--- config.mk ---
export PLATFORM = sky130hd
export DESIGN_NAME = utf_transcoder_core
export DESIGN_NICKNAME = d
export VERILOG_FILES = /design/src/design/utft_pkg.sv /design/src/design/utft_front.sv /design/src/design/utft_queue.sv /design/src/design/utft_back.sv /design/src/design/utf_transcoder_core.sv
export SDC_FILE = /design/constraint.sdc
export NUM_CORES = 1
export LEC_CHECK = 0
export BUFFER_PORTS_ARGS = -buffer_cell sky130_fd_sc_hd__buf_2
export CAP_MARGIN = 5
export CELL_PAD_IN_SITES_DETAIL_PLACEMENT = 1
export CELL_PAD_IN_SITES_GLOBAL_PLACEMENT = 2
export CORE_MARGIN = 2
export CORE_UTILIZATION = 43
export CTS_CLUSTER_DIAMETER = 100
export DETAILED_ROUTE_END_ITERATION = 6
export PLACE_DENSITY_LB_ADDON = 0.1
export SETUP_SLACK_MARGIN = 0.3
export SLEW_MARGIN = 10
export SYNTH_ARGS = -nofsm -noshare
export SYNTH_HDL_FRONTEND = slang
export SYNTH_SLANG_ARGS = --single-unit
--- constraint.sdc ---
create_clock -name aclk -period 6.4 [get_ports aclk]
set_input_delay 0.32 -clock aclk [delete_from_list [all_inputs] [get_ports aclk]]
set_output_delay 0.32 -clock aclk [all_outputs]
set_load 0.005 [all_outputs]
--- src/design/utft_pkg.sv ---
// shared types and constants of the utf transcoder
package utft_pkg;

    localparam int UNIT_W      = 21;
    localparam int IN_TDATA_W  = 32;
    localparam int OUT_TDATA_W = 24;
    localparam int KIND_W      = 2;
    localparam int DIR_W       = 3;
    localparam int MAX_UNITS   = 4;
    localparam int CNT_W       = 3;
    localparam int QDEPTH      = 4;
    localparam int QPTR_W      = $clog2(QDEPTH);

    // direction register codes
    localparam logic [DIR_W-1:0] DIR_U8_U16  = 3'd0;
    localparam logic [DIR_W-1:0] DIR_U8_U32  = 3'd1;
    localparam logic [DIR_W-1:0] DIR_U16_U8  = 3'd2;
    localparam logic [DIR_W-1:0] DIR_U16_U32 = 3'd3;
    localparam logic [DIR_W-1:0] DIR_U32_U8  = 3'd4;
    localparam logic [DIR_W-1:0] DIR_U32_U16 = 3'd5;

    // result kinds
    localparam logic [KIND_W-1:0] KIND_UNIT = 2'd0;
    localparam logic [KIND_W-1:0] KIND_OK   = 2'd1;
    localparam logic [KIND_W-1:0] KIND_FAIL = 2'd2;

    localparam logic [UNIT_W-1:0] CP_MAX = 21'h10FFFF;

    // one queued job: destination units plus optional verdict
    typedef struct packed {
        logic [MAX_UNITS-1:0][UNIT_W-1:0] units;
        logic [CNT_W-1:0]                 cnt;
        logic                             eot;
        logic                             bad;
    } job_t;

endpackage

--- src/design/utft_front.sv ---
// front end: accepts source words, gathers sequences, decodes and encodes into jobs
module utft_front (
    input  logic                           aclk,
    input  logic                           aresetn,
    input  logic                           cfg_wr_en,
    input  logic [utft_pkg::DIR_W-1:0]     cfg_wr_data,
    input  logic                           s_tvalid,
    output logic                           s_tready,
    input  logic [utft_pkg::IN_TDATA_W-1:0] s_tdata,
    input  logic                           s_tlast,
    input  logic                           q_full,
    output logic                           q_push,
    output utft_pkg::job_t                 q_job
);
    import utft_pkg::*;

    logic [DIR_W-1:0]  direction_reg;
    logic [23:0]       gathered_reg, gathered_next;
    logic [1:0]        expected_reg, expected_next;
    logic [1:0]        held_reg, held_next;
    logic [15:0]       high_sur_reg, high_sur_next;
    logic              sur_pend_reg, sur_pend_next;
    logic              err_reg, err_next;

    logic              accept;
    logic [7:0]        byte_in;
    logic [15:0]       u16_in;
    logic [31:0]       seq;
    logic [7:0]        b0, b1, b2, b3;
    logic              tails_ok, overlong, dec_ok;
    logic [UNIT_W-1:0] dec_cp;
    logic [UNIT_W-1:0] cp;
    logic              have;
    logic [19:0]       v;
    logic [MAX_UNITS-1:0][UNIT_W-1:0] units;
    logic [CNT_W-1:0]  cnt;

    assign accept   = s_tvalid && s_tready;
    assign s_tready = !q_full;
    assign byte_in  = s_tdata[7:0];
    assign u16_in   = s_tdata[15:0];
    assign seq      = {gathered_reg, byte_in};

    // utf-8 sequence decode of held bytes plus the current tail
    always_comb begin
        b0 = 8'h00;
        b1 = 8'h00;
        b2 = 8'h00;
        b3 = 8'h00;
        tails_ok = 1'b0;
        overlong = 1'b1;
        dec_cp   = '0;
        case (expected_reg)
            2'd1: begin
                b0 = seq[15:8];
                b1 = seq[7:0];
                tails_ok = (b1[7:6] == 2'b10);
                overlong = (b0[4:1] == 4'h0);
                dec_cp   = {10'b0, b0[4:0], b1[5:0]};
            end
            2'd2: begin
                b0 = seq[23:16];
                b1 = seq[15:8];
                b2 = seq[7:0];
                tails_ok = (b1[7:6] == 2'b10) && (b2[7:6] == 2'b10);
                overlong = (b0[3:0] == 4'h0) && !b1[5];
                dec_cp   = {5'b0, b0[3:0], b1[5:0], b2[5:0]};
            end
            2'd3: begin
                b0 = seq[31:24];
                b1 = seq[23:16];
                b2 = seq[15:8];
                b3 = seq[7:0];
                tails_ok = (b1[7:6] == 2'b10) && (b2[7:6] == 2'b10) && (b3[7:6] == 2'b10);
                overlong = (b0[2:0] == 3'h0) && (b1[5:4] == 2'b00);
                dec_cp   = {b0[2:0], b1[5:0], b2[5:0], b3[5:0]};
            end
            default: begin
                tails_ok = 1'b0;
            end
        endcase
        dec_ok = tails_ok && !overlong && (dec_cp <= CP_MAX);
    end

    // stream state update
    always_comb begin
        gathered_next = gathered_reg;
        expected_next = expected_reg;
        held_next     = held_reg;
        high_sur_next = high_sur_reg;
        sur_pend_next = sur_pend_reg;
        err_next      = err_reg;
        cp            = '0;
        have          = 1'b0;
        if (!err_reg) begin
            unique case (direction_reg)
                DIR_U8_U16, DIR_U8_U32: begin
                    if (expected_reg == 2'd0) begin
                        if (!byte_in[7]) begin
                            cp   = {13'b0, byte_in};
                            have = 1'b1;
                        end else if (byte_in >= 8'hC2 && byte_in < 8'hF8) begin
                            expected_next = (byte_in < 8'hE0) ? 2'd1 :
                                            ((byte_in < 8'hF0) ? 2'd2 : 2'd3);
                            held_next     = 2'd1;
                            gathered_next = {16'h0, byte_in};
                        end else begin
                            err_next = 1'b1;
                        end
                    end else if (held_reg >= expected_reg) begin
                        gathered_next = '0;
                        expected_next = 2'd0;
                        held_next     = 2'd0;
                        if (dec_ok) begin
                            cp   = dec_cp;
                            have = 1'b1;
                        end else begin
                            err_next = 1'b1;
                        end
                    end else begin
                        gathered_next = seq[23:0];
                        held_next     = held_reg + 2'd1;
                    end
                end
                DIR_U16_U8, DIR_U16_U32: begin
                    if (sur_pend_reg) begin
                        if (u16_in[15:10] == 6'b110111) begin
                            cp   = 21'h10000 + {1'b0, high_sur_reg[9:0], u16_in[9:0]};
                            have = 1'b1;
                        end else if (u16_in == 16'h0000) begin
                            // lone high surrogate passes, the zero word is eaten
                            cp   = {5'b0, high_sur_reg};
                            have = 1'b1;
                        end else begin
                            err_next = 1'b1;
                        end
                        sur_pend_next = 1'b0;
                        high_sur_next = '0;
                    end else if (u16_in[15:10] == 6'b110110) begin
                        sur_pend_next = 1'b1;
                        high_sur_next = u16_in;
                    end else begin
                        cp   = {5'b0, u16_in};
                        have = 1'b1;
                    end
                end
                DIR_U32_U8, DIR_U32_U16: begin
                    if (s_tdata > {11'b0, CP_MAX}) begin
                        err_next = 1'b1;
                    end else begin
                        cp   = s_tdata[UNIT_W-1:0];
                        have = 1'b1;
                    end
                end
                default: begin
                    err_next = 1'b1;
                end
            endcase
        end
    end

    // encode the code point into destination words
    always_comb begin
        units = '0;
        cnt   = '0;
        v     = 20'(cp - 21'h10000);
        if (have) begin
            unique case (direction_reg)
                DIR_U16_U8, DIR_U32_U8: begin
                    if (cp < 21'h80) begin
                        units[0] = cp;
                        cnt      = (cp != '0) ? 3'd1 : 3'd0;
                    end else if (cp < 21'h800) begin
                        units[0] = {13'b0, 3'b110, cp[10:6]};
                        units[1] = {13'b0, 2'b10, cp[5:0]};
                        cnt      = 3'd2;
                    end else if (cp < 21'h10000) begin
                        units[0] = {13'b0, 4'b1110, cp[15:12]};
                        units[1] = {13'b0, 2'b10, cp[11:6]};
                        units[2] = {13'b0, 2'b10, cp[5:0]};
                        cnt      = 3'd3;
                    end else begin
                        units[0] = {13'b0, 5'b11110, cp[20:18]};
                        units[1] = {13'b0, 2'b10, cp[17:12]};
                        units[2] = {13'b0, 2'b10, cp[11:6]};
                        units[3] = {13'b0, 2'b10, cp[5:0]};
                        cnt      = 3'd4;
                    end
                end
                DIR_U8_U16, DIR_U32_U16: begin
                    if (cp < 21'h10000) begin
                        units[0] = cp;
                        // on utf-16 output a zero word survives only from utf-8 input
                        cnt = (cp != '0 || direction_reg == DIR_U8_U16) ? 3'd1 : 3'd0;
                    end else begin
                        units[0] = {5'b0, 6'b110110, v[19:10]};
                        units[1] = {5'b0, 6'b110111, v[9:0]};
                        cnt      = 3'd2;
                    end
                end
                DIR_U8_U32, DIR_U16_U32: begin
                    units[0] = cp;
                    cnt      = 3'd1;
                end
                default: begin
                    cnt = 3'd0;
                end
            endcase
        end
    end

    assign q_job.units = units;
    assign q_job.cnt   = cnt;
    assign q_job.eot   = s_tlast;
    assign q_job.bad   = err_next || sur_pend_next || (expected_next != 2'd0);
    assign q_push      = accept && ((cnt != '0) || s_tlast);

    always_ff @(posedge aclk) begin
        if (!aresetn) begin
            direction_reg <= DIR_U8_U16;
            gathered_reg  <= '0;
            expected_reg  <= '0;
            held_reg      <= '0;
            high_sur_reg  <= '0;
            sur_pend_reg  <= 1'b0;
            err_reg       <= 1'b0;
        end else if (cfg_wr_en) begin
            direction_reg <= cfg_wr_data;
            gathered_reg  <= '0;
            expected_reg  <= '0;
            held_reg      <= '0;
            high_sur_reg  <= '0;
            sur_pend_reg  <= 1'b0;
            err_reg       <= 1'b0;
        end else if (accept) begin
            if (s_tlast) begin
                gathered_reg <= '0;
                expected_reg <= '0;
                held_reg     <= '0;
                high_sur_reg <= '0;
                sur_pend_reg <= 1'b0;
                err_reg      <= 1'b0;
            end else begin
                gathered_reg <= gathered_next;
                expected_reg <= expected_next;
                held_reg     <= held_next;
                high_sur_reg <= high_sur_next;
                sur_pend_reg <= sur_pend_next;
                err_reg      <= err_next;
            end
        end
    end

endmodule

--- src/design/utft_queue.sv ---
// job queue between front end and back end
module utft_queue (
    input  logic           aclk,
    input  logic           aresetn,
    input  logic           push,
    input  utft_pkg::job_t push_job,
    output logic           full,
    input  logic           pop,
    output utft_pkg::job_t head,
    output logic           empty
);
    import utft_pkg::*;

    job_t              mem_reg [QDEPTH];
    logic [QPTR_W-1:0] wr_ptr_reg, rd_ptr_reg;
    logic [QPTR_W:0]   count_reg;
    logic              do_push, do_pop;

    assign full    = (count_reg == (QPTR_W+1)'(QDEPTH));
    assign empty   = (count_reg == '0);
    assign head    = mem_reg[rd_ptr_reg];
    assign do_push = push && !full;
    assign do_pop  = pop && !empty;

    always_ff @(posedge aclk) begin
        if (do_push) begin
            mem_reg[wr_ptr_reg] <= push_job;
        end
    end

    always_ff @(posedge aclk) begin
        if (!aresetn) begin
            wr_ptr_reg <= '0;
            rd_ptr_reg <= '0;
            count_reg  <= '0;
        end else begin
            if (do_push) begin
                wr_ptr_reg <= (wr_ptr_reg == QPTR_W'(QDEPTH-1)) ? '0 : wr_ptr_reg + 1'b1;
            end
            if (do_pop) begin
                rd_ptr_reg <= (rd_ptr_reg == QPTR_W'(QDEPTH-1)) ? '0 : rd_ptr_reg + 1'b1;
            end
            if (do_push && !do_pop) begin
                count_reg <= count_reg + 1'b1;
            end else if (do_pop && !do_push) begin
                count_reg <= count_reg - 1'b1;
            end
        end
    end

endmodule

--- src/design/utft_back.sv ---
// back end: serializes queued jobs into output words through an output register
module utft_back (
    input  logic                             aclk,
    input  logic                             aresetn,
    input  utft_pkg::job_t                   head,
    input  logic                             q_empty,
    output logic                             q_pop,
    output logic                             m_tvalid,
    input  logic                             m_tready,
    output logic [utft_pkg::OUT_TDATA_W-1:0] m_tdata,
    output logic [utft_pkg::KIND_W-1:0]      m_tuser,
    output logic                             m_tlast
);
    import utft_pkg::*;

    logic                  valid_reg;
    logic [UNIT_W-1:0]     unit_reg;
    logic [KIND_W-1:0]     kind_reg;
    logic                  last_reg;
    logic [CNT_W-1:0]      idx_reg;

    logic                  load;
    logic [CNT_W-1:0]      total;
    logic                  word_last;
    logic [UNIT_W-1:0]     word_unit;
    logic [KIND_W-1:0]     word_kind;

    assign load      = !q_empty && (!valid_reg || m_tready);
    assign total     = head.cnt + {{(CNT_W-1){1'b0}}, head.eot};
    assign word_last = (idx_reg == total - 1'b1);
    assign q_pop     = load && word_last;

    // units first, then the verdict if the job ends the text
    always_comb begin
        if (idx_reg < head.cnt) begin
            word_unit = head.units[idx_reg[1:0]];
            word_kind = KIND_UNIT;
        end else begin
            word_unit = '0;
            word_kind = head.bad ? KIND_FAIL : KIND_OK;
        end
    end

    always_ff @(posedge aclk) begin
        if (load) begin
            unit_reg <= word_unit;
            kind_reg <= word_kind;
            last_reg <= word_last;
        end
    end

    always_ff @(posedge aclk) begin
        if (!aresetn) begin
            valid_reg <= 1'b0;
            idx_reg   <= '0;
        end else if (load) begin
            valid_reg <= 1'b1;
            idx_reg   <= word_last ? '0 : idx_reg + 1'b1;
        end else if (m_tready) begin
            valid_reg <= 1'b0;
        end
    end

    assign m_tvalid = valid_reg;
    assign m_tdata  = {{(OUT_TDATA_W-UNIT_W){1'b0}}, unit_reg};
    assign m_tuser  = kind_reg;
    assign m_tlast  = last_reg;

endmodule

--- src/design/utf_transcoder_core.sv ---
// top level of the utf-8 / utf-16 / utf-32 stream transcoder
//
// Write the direction through cfg_wr_en / cfg_wr_data while the block is idle;
// the write also clears all gathering and error state.
// Source words enter on s_tvalid / s_tready with the unit in s_tdata and
// end-of-text in s_tlast. Results leave on m_tvalid / m_tready: the unit in
// m_tdata, the kind (unit, success, failure) in m_tuser, and m_tlast on the
// final result caused by one source word.
// Throughput: one source word per cycle while the job queue has room. The back
// end emits one word per cycle while m_tready is high, so a source word that
// expands to k results (up to four units plus a verdict) holds the back end
// until all k are sent; a four-entry job queue absorbs short bursts before
// s_tready falls. The first result of a word reaches m_tvalid by way of the
// job queue and then the output register.
// Reset clears the direction to utf-8 to utf-16, the queue and the output
// register. When the receiver stalls the output word holds, the queue fills,
// and then s_tready drops until space opens.
module utf_transcoder_core (
    input  logic                             aclk,
    input  logic                             aresetn,
    input  logic                             cfg_wr_en,
    input  logic [utft_pkg::DIR_W-1:0]       cfg_wr_data,
    input  logic                             s_tvalid,
    output logic                             s_tready,
    input  logic [utft_pkg::IN_TDATA_W-1:0]  s_tdata,     // [31:0] in_unit
    input  logic                             s_tlast,
    output logic                             m_tvalid,
    input  logic                             m_tready,
    output logic [utft_pkg::OUT_TDATA_W-1:0] m_tdata,     // [20:0] out_unit, [23:21] zero
    output logic [utft_pkg::KIND_W-1:0]      m_tuser,     // [1:0] kind
    output logic                             m_tlast
);
    import utft_pkg::*;

    job_t push_job;
    job_t head;
    logic q_push, q_full, q_pop, q_empty;

    utft_front u_front (
        .aclk        (aclk),
        .aresetn     (aresetn),
        .cfg_wr_en   (cfg_wr_en),
        .cfg_wr_data (cfg_wr_data),
        .s_tvalid    (s_tvalid),
        .s_tready    (s_tready),
        .s_tdata     (s_tdata),
        .s_tlast     (s_tlast),
        .q_full      (q_full),
        .q_push      (q_push),
        .q_job       (push_job)
    );

    utft_queue u_queue (
        .aclk     (aclk),
        .aresetn  (aresetn),
        .push     (q_push),
        .push_job (push_job),
        .full     (q_full),
        .pop      (q_pop),
        .head     (head),
        .empty    (q_empty)
    );

    utft_back u_back (
        .aclk     (aclk),
        .aresetn  (aresetn),
        .head     (head),
        .q_empty  (q_empty),
        .q_pop    (q_pop),
        .m_tvalid (m_tvalid),
        .m_tready (m_tready),
        .m_tdata  (m_tdata),
        .m_tuser  (m_tuser),
        .m_tlast  (m_tlast)
    );

endmodule

# --- After elaboration in Yosys (flattened, before gate mapping) ---
# Memories as Yosys holds them, arrays and structs flattened. A register that Yosys moved wholly into a read port is not among the register bits.
# Index checks and enable logic that the tools add are counted.
totals:
  mem_count: 1
  word_cells: 216
  reg_bits: 79
  ram_bits: 356
mem_list:
  columns: ["name", "words", "word_bits", "read_ports", "rd_ports_with_merged_regs", "write_ports", "line_no", "rtl"]
  rows:
  - ["u_queue.mem_reg", 4, 89, 1, 1, 1, "utft_queue.sv:14", "job_t mem_reg [QDEPTH];"]
classes:
  n_reduce_logical: 53
  eq_ne: 20
  add_sub_neg: 10
  n_mux: 104
  n_bitwise: 1
  n_lt_le_gt_ge: 12
op_table:
  columns: ["operator", "count"]
  rows:
  - ["$mux 21", 10]
  - ["$pmux 21 s3", 3]
  - ["$mux 19", 7]
  - ["$mux 16", 8]
  - ["$mux 42", 3]
  - ["$mux 84", 1]
  - ["$mux 63", 1]
  - ["$mux 48", 1]
  - ["$bmux 21 s2", 1]
  - ["$pmux 21 s2", 1]
  - ["$mux 2", 20]
  - ["$mux 1", 33]
  - ["$gt 32x21->1 const B", 1]
  - ["$lt 8x8->1 const B", 3]
  - ["$mux 3", 8]
  - ["$add 17x20->21 const A", 1]
  - ["$le 21x21->1 const B", 1]
  - ["$lt 21x12->1 const B", 1]
  - ["$lt 21x17->1 const B", 1]
  - ["$lt 21x8->1 const B", 1]
  - ["$reduce_bool 21->1", 1]
  - ["$sub 20x17->20 const B", 1]
  - ["$logic_and 1x1->1", 16]
  - ["$logic_not 16->1", 1]
  - ["32 further kinds", 75]

# --- Depth between registers and ports, before layout ---
# Gate-level depths: netlist (run 1).
logic_depth:
  depth_word: 25
  mapped_depth: 22
  ltp_nobuf: 21

# --- Hierarchy ---
# Synthesis (run 1) repeated with hierarchy kept, for this count alone.
hier_totals:
  hier_cells: 1280
  area_unflattened_um2: 19488.7
modules_own_cells:
  columns: ["module", "cells_each", "n_inst", "area_per_inst_um2"]
  rows:
  - ["utft_queue", 516, 1, 13291.5]
  - ["utft_front", 649, 1, 4481.8]
  - ["utft_back", 115, 1, 1715.4]

# --- Least setup slack after synthesis (run 1) ---
# OpenSTA, ideal clock, no wires.
synth_timing:
  path_type: "reg2reg"
  from: "reg u_front.expected_reg[1]"
  to: "mem u_queue.mem_reg[0][0] in the netlist's numbering (enable)"
  arrival_time_ps: 4429
  path_stages_with_launch: 13
  slack_ps: 1557
  path_buffers: 1
  setup_time_ps: 414
  t_required_ps: 5986
  cell_sequence: "dfxtp_1 > clkbuf_1 > inv_1 > ha_1 > a21oi_1 > nor3_1 > a311o_1 > or4_4 > maj3_2 > a211oi_2 > o31ai_2 > nand2_2 > and2_1"
synth_via:
  elab_chain_cells: 22
synth_rtl:
  columns: ["element", "line_no", "rtl"]
  rows:
  - ["start: declaration", "utft_front.sv:19", "logic [1:0] expected_reg, expected_next;"]
  - ["start signal: assignment", "utft_front.sv:245", "expected_reg <= expected_next;"]
  - ["branches (longest 15 deep; another with $le 21x21->1)", null, null]
  - ["$mux 3 *", "utft_front.sv:167", "if (have) begin"]
  - ["$reduce_bool 3->1 *", "utft_front.sv:216", "assign q_push = accept && ((cnt != '0) || s_tlast);"]
  - ["$logic_or 1x1->1 *", "utft_front.sv:216", null]
  - ["$logic_and 1x1->1 *", "utft_front.sv:216", null]
  - ["$logic_and 1x1->1 *", "utft_queue.sv:22", "assign do_push = push && !full;"]
  - ["net u_queue.do_push", "utft_queue.sv:17", "logic do_push, do_pop;"]
  - ["$mux 1 *", "utft_queue.sv:26", "if (do_push) begin"]
  - ["$mux 1 (not written as such) *", "utft_queue.sv:27", "mem_reg[wr_ptr_reg] <= push_job;"]
  - ["end: declaration", "utft_queue.sv:14", null]
# Mark *: on every way through the listed nets, which the timed path passes.

# --- Final worst setup path (run 1) ---
layout_timing:
  from: "reg u_front.expected_reg[1]"
  to: "mem u_queue.mem_reg[2][25] in the netlist's numbering (enable)"
# The elaborated chain is that of the path after synthesis.

==> summary.md, run 1 <==
| Metric | Value |
|---|---|
| CP Max Fanout | `27` |
| Most frequent cell after synthesis | `edfxtp_1` |
| Synth Area in Compound Gates | `10.5%` |
| Skew final | `14.8 ps` |
| Post-synthesis simple-gate area fraction | `13.7%` |
| Detail Placement HPWL | `26,200 µm` |
| FFs w/ async S/R, synth | `0%` |
| Clock Power Share | `between 30% and 40%` |
| XOR/XNOR Fraction of Synth Area | `less than 1%` |
| Clock sinks | `around 290` |
| Number of synthesized flops with an enable pin | `228` |
| Die area | `about 0.032 mm²` |
| Number of hold buffers added after cts | `0` |
| Drt via density | `slightly below 6` |
| Crit share post-route | `82.0%` |
| Largest stage delay on the critical path | `~920 ps` |
| Fin crit period | `between 5000 and 6000 ps` |
| # rows | `64` |
| Warnings, synthesis | `0` |
| GRT Util Overall | `between 20% and 30%` |
| Inserted Clock Buffers | `30` |
| Max reg flops | `204` |
| Gate power share | `22.8%` |
| Worst-Margin Slew | `1100 ps` |
| Largest net degree at the start of global routing | `42` |
| H-tree levels | `1` |
| Post-CTS Resized | `0` |
| Crit Path Class | `flop to flop` |
| Reg-to-Reg Start | `u_front.expected_reg[1]` |
| Cell Chain, Critical Path | `inv_1 -> ha_1 -> a21oi_1 -> nor2_1 -> and3_1 -> a211oi_1 -> o2111ai_1 -> a31oi_1 -> o31ai_2 -> nand2_2 -> and2_2 -> buf_4` |
| Fraction of layout instances using a drive strength above 1 | `19.8%` |
| Mux cell area share after synthesis | `10.5%` |
| DR WL/cell | `around 24 µm` |
| Hold Path Class | `primary input to flop` |
| P&R area growth vs syn | `12.5%` |
| Switching Share | `between 20% and 30%` |
| Cells on Worst Hold Path | `3` |
| Die height | `approximately 180 µm` |
| Main combinational cell family by area after synthesis | `simple AND/OR/NAND/NOR gates` |
| Min-Delay Startpoint | `cfg_wr_data[0]` |
| Slowest CP cell | `a211oi_1` |
| Final core occ | `49.0%` |
| NumNets Final | `1,154` |
| Startpoint types | `flop` |
| Yosys cell types | `just under 80` |
| R2r setup slk | `1150 ps` |
| Ys flop type | `edfxtp_1` |
| CTS tree | `built` |
| Ranking of synthesized cells by area | `edfxtp_1 52%, mux4_2 9.8%, dfxtp_1 8.6%` |
| I/O Buffers | `66` |
| Cell count after synthesis | `between 1,000 and 1,500` |
| Worst vdd ir | `~190 µV` |
| R2R cell count | `12` |
| Final WL | `36,500 µm` |
| DR iter-0 viols | `630` |
| Status | `complete, no violations` |
| GRT overflow | `0` |
| Worst skew pair latency | `560 ps` |
| Fmax | `190 MHz` |
| Sequential share of the synthesized area | `60.1%` |
| Die width | `180 µm` |
| Worst path bufs/invs | `2` |
| Internal power | `0.00371 W` |
| Drt drc | `0` |
| Starting Density | `43.6%` |
| Delay-heaviest family, CP | `compound AO/OA/AOI/OAI gates` |
| Yosys top cell area share | `about half` |
| Fill count | `3,115` |
| Core region area | `around 0.03 mm²` |
| Global-route wire length before repair | `57,200 µm` |
| Clock tree buffer depth | `3` |
| Final setup violation count | `0` |
| Via count | `8,926` |
| Mapped Area | `roughly 0.013 mm²` |
| WHS Endpoint | `u_front.direction_reg[0]` |
| P_sw | `between 0.001 and 0.0015 W` |
| Initial antenna violation count | `0` |
| Worst setup EP type | `flop` |
| Sequential power share | `46.6%` |
| Cell taking the most area after synthesis | `edfxtp_1` |
| Post-CTS setup buffers | `0` |
| Rel. slew slack | `around a quarter` |
| Critical path data arrival time | `5470 ps` |
| Number of synthesized register bits | `285` |
| Adder-Cell Fraction of Synth Area | `under 10%` |
| Final ANT Viol Nets | `0` |
| TNS Setup | `0 ps` |
| Synth Area per Inst | `12.9 µm²` |
| Root buffer cell | `clkbuf_16` |
| Final Hold Fails | `0` |
| DR pass1 iterations | `5` |
| Routability Congestion | `0.892` |
| I/O pin cnt | `70` |
| R2R Path End | `u_queue.mem_reg[2][25]` |
| CP required | `6620 ps` |
| Pwr dens | `between 300 and 400 mW/mm²` |
| Max-cap violations | `0` |
| Number of global-route vias before repair | `9,235` |
| Worst-path clk slew | `60 ps` |
| Post-synth top cells | `228 x edfxtp_1, 97 x nand2_1, 75 x nor2_1` |
| Ant. Diodes | `0` |
| RSZ-0062 raised after global routing | `false` |
| Leak | `5.16 nW` |
| Max-slew violation count | `0` |
-- power by group through the flow --
stage,Combinational (W),Sequential [W],Clock (W)
final,0.00119,0.00243,0.00160
after global routing,0.00131,0.00246,0.00171
after CTS,0.00122,0.00243,0.00163
after detailed placement,0.00121,0.00247,0
after global placement,0.00119,0.00246,0
after floorplan,0.000830,0.00241,0
-- through the flow --
step	total power [W]	hold WS (ps)	setup slack [ps]	instances	area, µm²
final	0.00521	18.6	1150	1513	14900
after global routing	0.00548	45.1	643	1513	14900
after CTS	0.00529	3.37	1130	1513	14900
after detailed placement	0.00368	443	1160	1460	14000
after global placement	0.00365	436	1250	1460	14000
after floorplan	0.00324	419	1560	1036	13300
-- cell usage in the layout (no fill, tap or decap), types with 9 or more instances in the layout --
master	instances
clkinv_1	9
clkbuf_16	30
buf_2	66
nor3_1	25
a21oi_1	65
nand3_1	46
or3_1	11
a211oi_1	11
o21a_1	9
o21ai_0	31
mux2i_1	9
dfxtp_1	55
inv_1	24
nor2_1	75
o21ai_1	9
ha_1	16
nor2b_1	29
buf_4	21
edfxtp_1	228
nor4_1	10
nand2_1	97
mux4_2	58
and2_1	12
-- kinds of logic (layout without fill, tap and decap cells) --
family | after synthesis | count (layout)
other | 1 | 3
adders and majority gates | 18 | 18
AOI/OAI and AO/OA | 209 | 209
muxes | 67 | 67
DFF | 285 | 285
buffers and inverters | 85 | 166
xor gates and xnor gates | 12 | 12
and+or+nand+nor | 357 | 357
-- worst reg2reg max path: stages (launching register included) --
cell and delay, ps:
dfxtp_1 600, inv_1 200, ha_1 330, a21oi_1 460, nor2_1 180, and3_1 250, a211oi_1 920, o2111ai_1 230
a31oi_1 290, o31ai_2 100, nand2_2 180, and2_2 670, buf_4 490
-- routing by layer --
metal | global-route usage, % | wire [µm]
met4 | 4.75 | 656
met3 | 2.80 | 1770
met1 | 33.2 | 16800
met2 | 36.7 | 17300
met5 | 0 | 0
-- layout make-up --
| cell class | count | area, µm² | area share (%) |
|---|---|---|---|
| flip-flops and latches | 285 | 7990 | 53.5 |
| multi-input cells | 666 | 4970 | 33.3 |
| clock buffers | 33 | 762 | 5.10 |
| well taps | 396 | 495 | 3.31 |
| repair buffers | 87 | 488 | 3.26 |
| clock inverters | 20 | 139 | 0.929 |
| inverters | 26 | 97.6 | 0.653 |
-- worst max path at each step --
stage | from | end | slack, ps | depth (start not counted)
3_5_place_dp | u_front.expected_reg[1] | u_queue.mem_reg[2][13] | 1160 | 12
3_3_place_gp | u_front.expected_reg[1] | u_queue.mem_reg[2][23] | 1250 | 12
5_1_grt | u_front.expected_reg[1] | u_queue.mem_reg[2][71] | 640 | 16
6_report | u_front.expected_reg[1] | u_queue.mem_reg[2][25] | 1150 | 12
2_1_floorplan | u_front.expected_reg[1] | u_queue.mem_reg[0][0] | 1560 | 12
4_1_cts | u_front.expected_reg[1] | u_queue.mem_reg[2][34] | 1130 | 12
(Power assumes the default switching activity.)
==> inputs of run 2 (changes only) <==
CORE_UTILIZATION = 39   (was 43)
clock period = 4.5 ns   (was 6.4 ns; I/O delays follow)
==> summary.md, run 2 (synthesis gave the netlist of run 1 again) <==
| Metric | Value |
|---|---|
| CP required | `4990 ps (-1630 ps)` |
| I/O Buffers | `66 (unchanged)` |
| Number of global-route vias before repair | `9,651 (+4.5%)` |
| DR iter-0 viols | `592 (-6.0%)` |
| Detail Placement HPWL | `28,000 µm (+6.8%)` |
| Hold Path Class | `primary input to flop` |
| Placed cells | `1,576 (+7.9%)` |
| Largest net degree at the start of global routing | `48 (+14%)` |
| Inserted Clock Buffers | `31 (+3.3%)` |
| Most frequent cells in the layout | `228 x edfxtp_1, 97 x nand2_1, 85 x buf_4, 74 x nor2_1, 66 x buf_2` |
| Internal power | `0.00553 W (+49%)` |
| CP Max Fanout | `5 (-81%)` |
| TNS Setup | `0 ps (unchanged)` |
| CTS tree | `built` |
| Finished Cell Area | `0.0158 mm² (+5.9%)` |
| Non-Filler Instances | `1,646 (+8.8%)` |
| Worst setup EP type | `flop` |
| Delay-heaviest family, CP | `simple AND/OR/NAND/NOR gates` |
| Clock Power Share | `31.5% (+0.9 points)` |
| Die width | `189 µm (+4.9%)` |
| Root buffer cell | `clkbuf_16` |
| Largest stage delay on the critical path | `520 ps (-400 ps)` |
| DR WL/cell | `23.3 µm (-3.5%)` |
| Gate power share | `24.2% (+1.4 points)` |
| Die height | `189 µm (+4.9%)` |
| I/O pin cnt | `70 (unchanged)` |
| Drt drc | `0 (unchanged)` |
| Global-route wire length before repair | `59,200 µm (+3.4%)` |
| DR pass1 iterations | `5 (unchanged)` |
| Initial antenna violation count | `0 (unchanged)` |
| Die area | `0.0356 mm² (+10%)` |
| Worst vdd ir | `334 µV (+80%)` |
| Status | `complete, no violations` |
| GRT overflow | `0 (unchanged)` |
| Commonest non-fill, non-tap cell in the layout | `edfxtp_1` |
| Ant. Diodes | `0 (unchanged)` |
| Rel. slew slack | `35.1% (+8.7 points)` |
| Cell Chain, Critical Path | `inv_1 -> ha_1 -> nand2b_4 -> a21oi_4 -> nor3_4 -> a311o_1 -> or4_4 -> maj3_2 -> a211oi_2 -> o31ai_2 -> nand2_2 -> ha_4 -> inv_1 -> fa_2 -> xor2_1 -> or3_1 -> a21boi_1` |
| Pwr dens | `486 mW/mm² (+40%)` |
| Final ANT Viol Nets | `0 (unchanged)` |
| Crit Path Class | `flop to flop` |
| P_sw | `0.00217 W (+45%)` |
| Clock sinks | `285 (unchanged)` |
| RSZ-0062 raised after global routing | `true` |
| Switching Share | `28.2% (-0.54 points)` |
| Starting Density | `39.6% (-3.9 points)` |
| Routability Congestion | `0.856 (-4.0%)` |
| Worst-Margin Slew | `974 ps (-124 ps)` |
| H-tree levels | `1 (unchanged)` |
| GRT Util Overall | `21.7% (-1.0 points)` |
| Core region area | `0.0335 mm² (+9.9%)` |
| Sequential power share | `44.3% (-2.3 points)` |
| Final Hold Fails | `0 (unchanged)` |
| Max-slew violation count | `0 (unchanged)` |
| Final WL | `38,300 µm (+4.9%)` |
| Max reg flops | `204 (unchanged)` |
| Leak | `5.62 nW (+8.9%)` |
| Cell repeated most along the worst path | `inv_1` |
| Fraction of layout instances using a drive strength above 1 | `25.6% (+5.8 points)` |
| NumNets Final | `1,233 (+6.8%)` |
| Final setup violation count | `0 (unchanged)` |
| Clock tree buffer depth | `3 (unchanged)` |
| Final Power | `0.00770 W (+48%)` |
| Drt via density | `5.59 (-5.2%)` |
| Startpoint types | `flop` |
| P&R area growth vs syn | `19.1%` |
| Max-cap violations | `0 (unchanged)` |
| Worst path bufs/invs | `2 (unchanged)` |
| # rows | `67 (+4.7%)` |
| Crit share post-route | `91.7% (+9.7 points)` |
| Worst-path clk slew | `60 ps (about the same)` |
| R2r setup slk | `370 ps (-780 ps)` |
| Fin crit period | `4130 ps (-1120 ps)` |
| Via count | `9,201 (+3.1%)` |
| Fmax | `242 MHz (+27%)` |
| Area after DPL | `0.0147 mm² (+4.4%)` |
| Slowest CP cell | `or4_4` |
| Critical path data arrival time | `4610 ps (-860 ps)` |
| Worst skew pair latency | `560 ps (about the same)` |
| Skew final | `16.1 ps (+1.38 ps)` |
run 2: per-stage QoR:
| stage | worst slack [ps] | utilization (%) | hold slack (ps) |
|---|---|---|---|
| 3_3_place_gp | 180 | 43.7 | 442 |
| 2_1_floorplan | 346 | - | 324 |
| 6_report | 373 | 47.2 | 35.9 |
| 3_5_place_dp | 117 | 43.7 | 447 |
| 4_1_cts | 305 | 47.0 | 13.9 |
| 5_1_grt | 167 | 47.2 | 32.7 |
run 2: layer usage:
layer  GRT usage, %  vias to the layer above  part of all wire (%)
met3           2.64                       38                   3.7
met5              0                        -                     0
met1           31.2                     4718                    47
met4           4.48                        0                   1.5
li1               -                     4267                     -
met2           35.6                      178                    48
run 2: worst paths after layout:
kind,startpoint,endpoint,cells after the start
min reg2reg,u_front.gathered_reg[14],u_front.gathered_reg[14],2
max,u_front.held_reg[0],u_queue.count_reg[2],17
max reg2reg,u_front.held_reg[0],u_queue.count_reg[2],17
min,s_tdata[5],u_front.gathered_reg[5],3
run 2: area by class of cell:
class                      count  area (µm²)
fill                        3496       17700
sequential                   285        8000
multi-input combinational    666        5060
timing repair buffer         165        1150
clock buffer                  35         791
tap                          448         561
clock inverter                21         181
inverter                      26        97.6
run 2: worst min-delay path: stages:
cell and delay, ps:
buf_2 140, nand3_1 90, a21oi_1 70
run 2: repair_timing:
item	in CTS	in global routing
setup buffers	1	3
endpoints found under the setup margin	190	206
hold endpoints to repair	12	0
hold buffers	10	0
pin swaps	2	9
resized for setup	5	16
run 2: power groups by stage:
| stage | Sequential [W] | Clock, W | Combinational, W |
|---|---|---|---|
| 4_1_cts | 0.00341 | 0.00249 | 0.00190 |
| 3_3_place_gp | 0.00345 | 0 | 0.00187 |
| 2_1_floorplan | 0.00342 | 0 | 0.00118 |
| 3_5_place_dp | 0.00347 | 0 | 0.00188 |
| 5_1_grt | 0.00344 | 0.00258 | 0.00207 |
| 6_report | 0.00341 | 0.00243 | 0.00187 |
